[src/rtl/dcsa_pkg.sv]
package dcsa_pkg;

	localparam int SLOTS_DEF      = 16;
	localparam int TRACK_BITS_DEF = 16;
	localparam int TAG_BITS_DEF   = 8;
	localparam int STATUS_W       = 3;

	localparam logic KIND_REQ = 1'b0;
	localparam logic KIND_REL = 1'b1;

	typedef enum logic [STATUS_W-1:0] {
		STAT_GRANTED = 3'd0,
		STAT_QUEUED  = 3'd1,
		STAT_FULL    = 3'd2,
		STAT_NEXT    = 3'd3,
		STAT_IDLE    = 3'd4,
		STAT_IGNORED = 3'd5
	} status_t;

	typedef enum logic [2:0] {
		S_WAIT,
		S_FREE,
		S_SCAN,
		S_LAST,
		S_PICK,
		S_PUT
	} fsm_t;

endpackage

[src/rtl/dcsa_req_if.sv]
interface dcsa_req_if #(
	parameter int TRACK_BITS = 16,
	parameter int TAG_BITS   = 8
);
	logic                  valid;
	logic                  ready;
	logic                  kind;
	logic [TRACK_BITS-1:0] track;
	logic [TAG_BITS-1:0]   requester;

	modport source (output valid, kind, track, requester, input ready);
	modport sink   (input valid, kind, track, requester, output ready);
endinterface

[src/rtl/dcsa_rsp_if.sv]
interface dcsa_rsp_if
	import dcsa_pkg::*;
#(
	parameter int TRACK_BITS = 16,
	parameter int TAG_BITS   = 8
);
	logic                  valid;
	logic                  ready;
	status_t               status;
	logic [TRACK_BITS-1:0] grant_track;
	logic [TAG_BITS-1:0]   grant_requester;

	modport source (output valid, status, grant_track, grant_requester, input ready);
	modport sink   (input valid, status, grant_track, grant_requester, output ready);
endinterface

[src/rtl/dcsa_ram.sv]
module dcsa_ram #(
	parameter int WIDTH = 24,
	parameter int DEPTH = 16,
	localparam int AW = $clog2(DEPTH)
) (
	input  logic             clk,
	input  logic             we,
	input  logic [AW-1:0]    waddr,
	input  logic [WIDTH-1:0] wdata,
	input  logic             re,
	input  logic [AW-1:0]    raddr,
	output logic [WIDTH-1:0] rdata
);
	logic [WIDTH-1:0] mem_q [DEPTH];

	always_ff @(posedge clk) begin
		if (we) begin
			mem_q[waddr] <= wdata;
		end
		if (re) begin
			rdata <= mem_q[raddr];
		end
	end
endmodule

[src/rtl/dcsa_scan.sv]
// running C-SCAN pick over slots streamed in ascending order
module dcsa_scan #(
	parameter int TRACK_BITS = 16,
	parameter int TAG_BITS   = 8,
	parameter int IDX_W      = 4
) (
	input  logic                  clk,
	input  logic                  arst_n,
	input  logic                  clr,
	input  logic                  en,
	input  logic [TRACK_BITS-1:0] head,
	input  logic [TRACK_BITS-1:0] track,
	input  logic [TAG_BITS-1:0]   tag,
	input  logic [IDX_W-1:0]      idx,
	output logic                  found,
	output logic [TRACK_BITS-1:0] pick_track,
	output logic [TAG_BITS-1:0]   pick_tag,
	output logic [IDX_W-1:0]      pick_slot
);
	logic                  up_f_q, low_f_q;
	logic [TRACK_BITS-1:0] up_trk_q, low_trk_q;
	logic [TAG_BITS-1:0]   up_tag_q, low_tag_q;
	logic [IDX_W-1:0]      up_idx_q, low_idx_q;
	logic                  take_up, take_low;

	// strict less-than keeps the lowest slot on equal tracks
	assign take_up  = en && (track >= head) && (!up_f_q || (track < up_trk_q));
	assign take_low = en && (!low_f_q || (track < low_trk_q));

	always_ff @(posedge clk or negedge arst_n) begin
		if (!arst_n) begin
			up_f_q  <= 1'b0;
			low_f_q <= 1'b0;
		end else if (clr) begin
			up_f_q  <= 1'b0;
			low_f_q <= 1'b0;
		end else begin
			if (take_up) up_f_q <= 1'b1;
			if (take_low) low_f_q <= 1'b1;
		end
	end

	always_ff @(posedge clk) begin
		if (take_up) begin
			up_trk_q <= track;
			up_tag_q <= tag;
			up_idx_q <= idx;
		end
		if (take_low) begin
			low_trk_q <= track;
			low_tag_q <= tag;
			low_idx_q <= idx;
		end
	end

	assign found      = up_f_q || low_f_q;
	assign pick_track = up_f_q ? up_trk_q : low_trk_q;
	assign pick_tag   = up_f_q ? up_tag_q : low_tag_q;
	assign pick_slot  = up_f_q ? up_idx_q : low_idx_q;
endmodule

[src/rtl/disk_cscan_request_arbiter_top.sv]
// C-SCAN disk arm arbiter. A request on an idle disk is granted at once;
// otherwise it is stored in the lowest free of SLOTS table entries (or rejected
// when the table is full). A release on a busy disk grants the smallest
// waiting track at or above the current head, wrapping to the smallest
// waiting track, or idles the disk; a release on an idle disk is ignored.
// One transaction is handled at a time: a queued request searches for a free
// slot one valid bit per cycle, and a release on a busy disk reads the slot
// RAM one entry per cycle. The result sits in an output register, so the next
// transaction may start while it waits; a result that finds the register still
// occupied holds the block until the receiver takes the earlier one.
module disk_cscan_request_arbiter_top
	import dcsa_pkg::*;
#(
	parameter int SLOTS      = SLOTS_DEF,
	parameter int TRACK_BITS = TRACK_BITS_DEF,
	parameter int TAG_BITS   = TAG_BITS_DEF
) (
	input logic clk,
	input logic arst_n,
	dcsa_req_if.sink   req,
	dcsa_rsp_if.source rsp
);
	localparam int IDX_W = $clog2(SLOTS);
	localparam int ENT_W = TRACK_BITS + TAG_BITS;
	localparam logic [IDX_W-1:0] LAST_IDX = IDX_W'(SLOTS - 1);

	fsm_t st_q, st_d;
	logic [IDX_W-1:0]      idx_q;
	logic                  busy_q;
	logic [TRACK_BITS-1:0] head_q;
	logic [SLOTS-1:0]      valid_q;
	logic [TRACK_BITS-1:0] req_trk_q;
	logic [TAG_BITS-1:0]   req_tag_q;
	status_t               res_st_q;
	logic [TRACK_BITS-1:0] res_trk_q;
	logic [TAG_BITS-1:0]   res_tag_q;
	logic                  ov_q;
	status_t               o_st_q;
	logic [TRACK_BITS-1:0] o_trk_q;
	logic [TAG_BITS-1:0]   o_tag_q;
	logic                  rd_v_s1, slot_v_s1;
	logic [IDX_W-1:0]      idx_s1;

	logic                  in_acc, ram_we, ram_re, out_load, slot_free;
	logic [ENT_W-1:0]      ram_rdata;
	logic                  pk_found;
	logic [TRACK_BITS-1:0] pk_trk;
	logic [TAG_BITS-1:0]   pk_tag;
	logic [IDX_W-1:0]      pk_slot;

	assign req.ready = (st_q == S_WAIT);
	assign in_acc    = req.valid && req.ready;
	assign slot_free = !valid_q[idx_q];

	always_comb begin
		st_d     = st_q;
		ram_we   = 1'b0;
		ram_re   = 1'b0;
		out_load = 1'b0;
		unique case (st_q)
			S_WAIT: begin
				if (req.valid) begin
					if (req.kind == KIND_REQ) st_d = busy_q ? S_FREE : S_PUT;
					else st_d = busy_q ? S_SCAN : S_PUT;
				end
			end
			S_FREE: begin
				if (slot_free) begin
					ram_we = 1'b1;
					st_d   = S_PUT;
				end else if (idx_q == LAST_IDX) begin
					st_d = S_PUT;
				end
			end
			S_SCAN: begin
				ram_re = 1'b1;
				if (idx_q == LAST_IDX) st_d = S_LAST;
			end
			S_LAST: st_d = S_PICK;
			S_PICK: st_d = S_PUT;
			S_PUT: begin
				if (!ov_q || rsp.ready) begin
					out_load = 1'b1;
					st_d     = S_WAIT;
				end
			end
			default: st_d = S_WAIT;
		endcase
	end

	always_ff @(posedge clk or negedge arst_n) begin
		if (!arst_n) begin
			st_q      <= S_WAIT;
			idx_q     <= '0;
			busy_q    <= 1'b0;
			head_q    <= '0;
			valid_q   <= '0;
			ov_q      <= 1'b0;
			rd_v_s1   <= 1'b0;
		end else begin
			st_q    <= st_d;
			rd_v_s1 <= ram_re;
			if (in_acc) begin
				idx_q <= '0;
				if (req.kind == KIND_REQ && !busy_q) begin
					busy_q <= 1'b1;
					head_q <= req.track;
				end
			end
			if (st_q == S_FREE) begin
				if (slot_free) valid_q[idx_q] <= 1'b1;
				else idx_q <= idx_q + 1'b1;
			end
			if (st_q == S_SCAN && idx_q != LAST_IDX) idx_q <= idx_q + 1'b1;
			if (st_q == S_PICK) begin
				if (pk_found) begin
					valid_q[pk_slot] <= 1'b0;
					head_q           <= pk_trk;
				end else begin
					busy_q <= 1'b0;
				end
			end
			if (out_load) ov_q <= 1'b1;
			else if (rsp.ready) ov_q <= 1'b0;
		end
	end

	always_ff @(posedge clk) begin
		slot_v_s1 <= valid_q[idx_q];
		idx_s1    <= idx_q;
		if (in_acc) begin
			req_trk_q <= req.track;
			req_tag_q <= req.requester;
			if (req.kind == KIND_REQ) begin
				res_st_q  <= STAT_GRANTED;
				res_trk_q <= req.track;
				res_tag_q <= req.requester;
			end else begin
				res_st_q  <= STAT_IGNORED;
				res_trk_q <= '0;
				res_tag_q <= '0;
			end
		end
		if (st_q == S_FREE) begin
			res_trk_q <= '0;
			res_tag_q <= '0;
			res_st_q  <= slot_free ? STAT_QUEUED : STAT_FULL;
		end
		if (st_q == S_PICK) begin
			res_st_q  <= pk_found ? STAT_NEXT : STAT_IDLE;
			res_trk_q <= pk_found ? pk_trk : '0;
			res_tag_q <= pk_found ? pk_tag : '0;
		end
		if (out_load) begin
			o_st_q  <= res_st_q;
			o_trk_q <= res_trk_q;
			o_tag_q <= res_tag_q;
		end
	end

	dcsa_ram #(
		.WIDTH(ENT_W),
		.DEPTH(SLOTS)
	) u_ram (
		.clk  (clk),
		.we   (ram_we),
		.waddr(idx_q),
		.wdata({req_trk_q, req_tag_q}),
		.re   (ram_re),
		.raddr(idx_q),
		.rdata(ram_rdata)
	);

	dcsa_scan #(
		.TRACK_BITS(TRACK_BITS),
		.TAG_BITS  (TAG_BITS),
		.IDX_W     (IDX_W)
	) u_scan (
		.clk       (clk),
		.arst_n    (arst_n),
		.clr       (in_acc),
		.en        (rd_v_s1 && slot_v_s1),
		.head      (head_q),
		.track     (ram_rdata[ENT_W-1:TAG_BITS]),
		.tag       (ram_rdata[TAG_BITS-1:0]),
		.idx       (idx_s1),
		.found     (pk_found),
		.pick_track(pk_trk),
		.pick_tag  (pk_tag),
		.pick_slot (pk_slot)
	);

	assign rsp.valid           = ov_q;
	assign rsp.status          = o_st_q;
	assign rsp.grant_track     = o_trk_q;
	assign rsp.grant_requester = o_tag_q;
endmodule

[src/flat_wrapper.sv]
// flat-port wrapper written by rule: the top's interface ports become plain ports
module disk_cscan_request_arbiter_top_flat import dcsa_pkg::*;
#(
	parameter int SLOTS      = SLOTS_DEF,
	parameter int TRACK_BITS = TRACK_BITS_DEF,
	parameter int TAG_BITS   = TAG_BITS_DEF
)
  (clk, arst_n, req_valid, req_kind, req_track, req_requester, req_ready, rsp_valid, rsp_status, rsp_grant_track, rsp_grant_requester, rsp_ready);
  dcsa_req_if #(.TRACK_BITS(TRACK_BITS), .TAG_BITS(TAG_BITS)) req_i ();
  dcsa_rsp_if #(.TRACK_BITS(TRACK_BITS), .TAG_BITS(TAG_BITS)) rsp_i ();
  input logic clk;
  input logic arst_n;
  input wire logic [$bits(req_i.valid)-1:0] req_valid;
  input wire logic [$bits(req_i.kind)-1:0] req_kind;
  input wire logic [$bits(req_i.track)-1:0] req_track;
  input wire logic [$bits(req_i.requester)-1:0] req_requester;
  output wire logic [$bits(req_i.ready)-1:0] req_ready;
  output wire logic [$bits(rsp_i.valid)-1:0] rsp_valid;
  output wire logic [$bits(rsp_i.status)-1:0] rsp_status;
  output wire logic [$bits(rsp_i.grant_track)-1:0] rsp_grant_track;
  output wire logic [$bits(rsp_i.grant_requester)-1:0] rsp_grant_requester;
  input wire logic [$bits(rsp_i.ready)-1:0] rsp_ready;
  assign req_i.valid = req_valid;
  assign req_i.kind = req_kind;
  assign req_i.track = req_track;
  assign req_i.requester = req_requester;
  assign req_ready = req_i.ready;
  assign rsp_valid = rsp_i.valid;
  assign rsp_status = rsp_i.status;
  assign rsp_grant_track = rsp_i.grant_track;
  assign rsp_grant_requester = rsp_i.grant_requester;
  assign rsp_i.ready = rsp_ready;
  disk_cscan_request_arbiter_top #(.SLOTS(SLOTS), .TRACK_BITS(TRACK_BITS), .TAG_BITS(TAG_BITS)) u_core (.clk(clk), .arst_n(arst_n), .req(req_i), .rsp(rsp_i));
endmodule
[config.mk]
export PLATFORM = sky130hd
export DESIGN_NAME = disk_cscan_request_arbiter_top_flat
export DESIGN_NICKNAME = d
export VERILOG_FILES = /design/src/rtl/dcsa_pkg.sv /design/src/rtl/dcsa_req_if.sv /design/src/rtl/dcsa_rsp_if.sv /design/src/rtl/dcsa_ram.sv /design/src/rtl/dcsa_scan.sv /design/src/rtl/disk_cscan_request_arbiter_top.sv /design/src/flat_wrapper.sv
export SDC_FILE = /design/constraint.sdc
export NUM_CORES = 1
export LEC_CHECK = 0
export ABC_CLOCK_PERIOD_IN_PS = 5100
export BUFFER_PORTS_ARGS = -buffer_cell sky130_fd_sc_hd__clkbuf_2
export CAP_MARGIN = 0
export CORE_UTILIZATION = 53
export CTS_CLUSTER_DIAMETER = 30
export DETAILED_ROUTE_END_ITERATION = 10
export GPL_TIMING_DRIVEN = 0
export HOLD_SLACK_MARGIN = 0.06
export PLACE_DENSITY = 0.67
export SYNTH_ARGS = -nofsm -noshare
export SYNTH_HDL_FRONTEND = slang
export SYNTH_HIERARCHICAL = 1
export SYNTH_SLANG_ARGS = --single-unit
[constraint.sdc]
create_clock -name clk -period 5.1 [get_ports clk]
set_input_delay 0.255 -clock clk [delete_from_list [all_inputs] [get_ports clk]]
set_output_delay 0.255 -clock clk [all_outputs]
set_load 0.05 [all_outputs]
==> results.cfg <==
[worst_setup_path]
crit_start = u_core/idx_q[2]
critical_path.endpoint_type = register
reg2reg_depth = 8
rr_startpoint = u_core/idx_q[2]
terminus_of_the_critical_flop_to_flop_path = u_core/u_ram/mem_q[0][7]
worstSetupStartpointType = register
timing.reg2reg.setup_slack_ns = 0.47
worst_ep_required_time_ns = 5.44
worst_ep_arrival_time_ns = 4.97
highest_net_fanout_along_the_worst_path = 13
timing_worst_setup_path_type = reg2reg

[status]
run_status = finished, final reports clean

[min_path]
worst_hold_path.endpoint = u_core/busy_q
timing.hold.worst_path_depth = 3
hold_start = req_kind
worst_hold_path_type = in2reg

[sta]
post-route-period-util = 0.908
pins_over_their_slew_limit = 0
fmaxAchievable_ghz = 0.216
tns_ns = 0
hold_ws_ns = 0.118
finalHoldViolCount = 0
final-setup-viol-count = 0
slew-limit-headroom = 0.0675
timing_worst_slew_pin_value_ns = 1.40
clock_skew_ns = 0.0207
grt_setup_unrepaired = false
fin_crit_ns = 4.63

[yosys]
synth_seq_cells = 591
async_reset_ff_frac = 0.0745
cell_area_after_synthesis_um2 = 23300
yosysWarningCount = 6
mappedNetlistNets = 1342
post_synth_main_area_contributors = sky130_fd_sc_hd__edfxtp_1 70%, sky130_fd_sc_hd__mux4_2 9.8%, sky130_fd_sc_hd__dfrtp_1 4.7%
ys.flop_type = sky130_fd_sc_hd__edfxtp_1
synthesis.instances = 1263
count_of_flip_flops_with_a_built_in_enable_after_synthesis = 542
post_synth_num_cell_types = 52
yosysMostFrequentCell = sky130_fd_sc_hd__edfxtp_1
synth-seq-area-share = 0.751
synthDominantAreaCellType = sky130_fd_sc_hd__edfxtp_1
synth_cell_count_leaders = 542 x sky130_fd_sc_hd__edfxtp_1, 105 x sky130_fd_sc_hd__nand2_1, 101 x sky130_fd_sc_hd__mux4_2, 55 x sky130_fd_sc_hd__inv_1, 50 x sky130_fd_sc_hd__ha_1
yosys.area.top_type_share = 0.699
post_synth.cell_area_avg_um2 = 18.4

[global_route]
global_route.peak_usage_layer = met2
grt_start_max_net_pins = 45
antenna_found_initial = 0
met2_usage = 0.384
vias_in_the_first_global_route = 13000
overflow = 0
wire_length_of_the_first_global_routing_pass_um = 77700
met1_usage = 0.322
grtUsageMet3 = 0.0550
grt_use_total = 0.241

[job]
maxCapViolCount = 0

[power_and_ir_drop]
leakagePower_nw = 10.2
seqPwrFrac = 0.359
net_switching_component_of_the_power_mw = 4.93
p_clk_frac = 0.445
power.internal_mw = 12.7
combinational_power_share = 0.196
power_per_cell_area_nw_per_um2 = 611
power.share.switching = 0.279
ir_drop_worst_case_vdd_mv = 0.384

[floorplan]
floorplan.io_pins = 58
fp-row-count = 76
die_width_um = 212
core_area_um2 = 43200
fp.dieArea_um2 = 44700
initial_utilization = 0.539
height_of_the_die_um = 212

[detailed_routing]
route.antenna.remaining_nets = 0
first_pass_iters = 5
route.detailed.wl_per_inst_um = 24.2
number_of_violations_reported_at_the_end_of_detailed_routing_iteration_0 = 1214
detailroute.via_count = 12600
drc_violations_left = 0
via_per_inst = 5.84
finalWirelength_um = 52000

[layout]
finalNetCount = 1549
finish.cell_count_without_fillers = 2152
share_of_final_layout_standard_cells_stronger_than_drive_strength_1 = 0.262
antennaDiodeCount = 0
syn2layout_area_growth_pct = 24.2

[clocking]
cts-buffers-inserted = 111
clock_tree.htree_level_count = 3
maximum_buffer_depth_of_the_clock_tree = 3
worst_skew_pair.late_latency_ns = 0.65
cts.reportedPaths.clkPinSlew_ns = 0.05
cts_tree = built
cts_repair_resize_count = 0
root_buffer = sky130_fd_sc_hd__clkbuf_16
cts.sink_count = 591

[placement]
gp_congestion = 0.896
numPortBuffers = 56
detailedPlacementHpwl_um = 31800
numPlacedInstances = 1914
[how the worst max path moves through the flow]
stage	cells after the start	slack [ns]	endpoint
finish	8	0.47	u_core/u_ram/mem_q[0][7]
global route	8	0.32	u_core/u_ram/mem_q[0][7]
CTS	8	0.51	u_core/u_ram/mem_q[0][7]
detailed placement	8	0.59	u_core/u_ram/mem_q[0][8]
global placement	7	-1.94	u_core/u_ram/mem_q[0][4]
floorplan	7	0.38	u_core/u_ram/mem_q[0][0]
[what timing repair did]
item                                   4_1_cts  5_1_grt
buffers inserted                             0        0
hold buffers                                28        0
endpoints found under the hold margin      110        0
[cell type report]
| type | instances | area (µm²) |
|---|---|---|
| inverter | 55 | 206 |
| clock buffer | 126 | 2830 |
| buffer | 53 | 270 |
| multi-input combinational | 564 | 5450 |
| timing repair buffer | 94 | 686 |
| fill | 2805 | 14300 |
| clock inverter | 84 | 1250 |
| tap | 585 | 732 |
| sequential | 591 | 17500 |
[cell families (layout without fill, tap and decap cells)]
kind of cell    after synthesis  in the layout  share of synthesized area
flops                       591            591                      0.751
simple gates                199            199                     0.0394
compound gates              184            184                     0.0508
mux                         130            130                      0.111
buf+inv                     108            412                     0.0205
fa+ha+maj                    50             50                     0.0269
xor+xnor                      1              1                   0.000376
[power by group through the flow]
stage	sequential, mW	clock (mW)	combinational [mW]
global route	6.39	8.19	3.70
global placement	6.40	0	3.28
finish	6.34	7.86	3.46
floorplan	6.63	0	2.07
detailed placement	6.41	0	3.40
CTS	6.34	7.96	3.46
[worst max-delay path, cell delays in order (launching register included)]
cell and delay [ns]:
sky130_fd_sc_hd__dfrtp_1 0.77, sky130_fd_sc_hd__clkbuf_1 0.38, sky130_fd_sc_hd__mux4_2 0.38, sky130_fd_sc_hd__mux4_2 0.56
sky130_fd_sc_hd__nor3_4 0.41, sky130_fd_sc_hd__buf_6 0.24, sky130_fd_sc_hd__or3b_2 0.58, sky130_fd_sc_hd__nor3_2 0.73
sky130_fd_sc_hd__buf_6 0.27
[per-layer routing]
| metal | wire length (µm) | share of wire | up-vias |
|---|---|---|---|
| met3 | 3670 | 0.070 | 100 |
| met2 | 25500 | 0.49 | 536 |
| li1 | - | - | 5497 |
| met1 | 21500 | 0.41 | 6443 |
| met5 | 0 | 0 | - |
| met4 | 1390 | 0.027 | 0 |
[cells in the final DEF, fill, tap and decap left out, types with 17 or more instances in the layout]
cell type,n
sky130_fd_sc_hd__nor2_1,17
sky130_fd_sc_hd__a21oi_1,37
sky130_fd_sc_hd__o21ai_0,45
sky130_fd_sc_hd__clkbuf_2,56
sky130_fd_sc_hd__mux4_2,101
sky130_fd_sc_hd__a31oi_1,20
sky130_fd_sc_hd__nand2_1,105
sky130_fd_sc_hd__ha_1,50
sky130_fd_sc_hd__dfrtp_1,44
sky130_fd_sc_hd__a22oi_1,48
sky130_fd_sc_hd__clkbuf_1,48
sky130_fd_sc_hd__clkbuf_16,111
sky130_fd_sc_hd__dlygate4sd3_1,28
sky130_fd_sc_hd__clkinv_2,17
sky130_fd_sc_hd__bufinv_16,27
sky130_fd_sc_hd__edfxtp_1,542
sky130_fd_sc_hd__inv_1,55
[metrics by stage]
| stage | setup WS [ns] | area [µm²] | utilization | power (mW) |
|---|---|---|---|---|
| after CTS | 0.514 | 28900 | 0.670 | 17.8 |
| after floorplan | 0.377 | 23300 | - | 8.70 |
| after detailed placement | 0.588 | 24500 | 0.568 | 9.81 |
| final | 0.467 | 28900 | 0.670 | 17.6 |
| after global placement | -1.94 | 24300 | 0.562 | 9.68 |
| after global routing | 0.316 | 28900 | 0.670 | 18.3 |
[flip-flops by register name, summed over array words and instances (netlist names), 3 cells and up]
signal	flops
u_core/req_trk_q	16
u_core/res_tag_q	8
u_core/res_st_q	3
u_core/req_tag_q	8
u_core/rsp.grant_track	16
u_core/u_scan/up_tag_q	8
u_core/idx_s1	4
u_core/st_q	3
u_core/idx_q	4
u_core/res_trk_q	16
u_core/u_scan/low_trk_q	16
u_core/u_scan/up_idx_q	4
u_core/u_scan/low_idx_q	4
u_core/u_ram/mem_q	384
u_core/valid_q	16
u_core/rsp.grant_requester	8
u_core/head_q	16
u_core/rsp.status	3
u_core/u_scan/up_trk_q	16
u_core/u_scan/low_tag_q	8
u_core/u_ram/rdata	24
No activity file was read; power rests on OpenSTA's default activity.
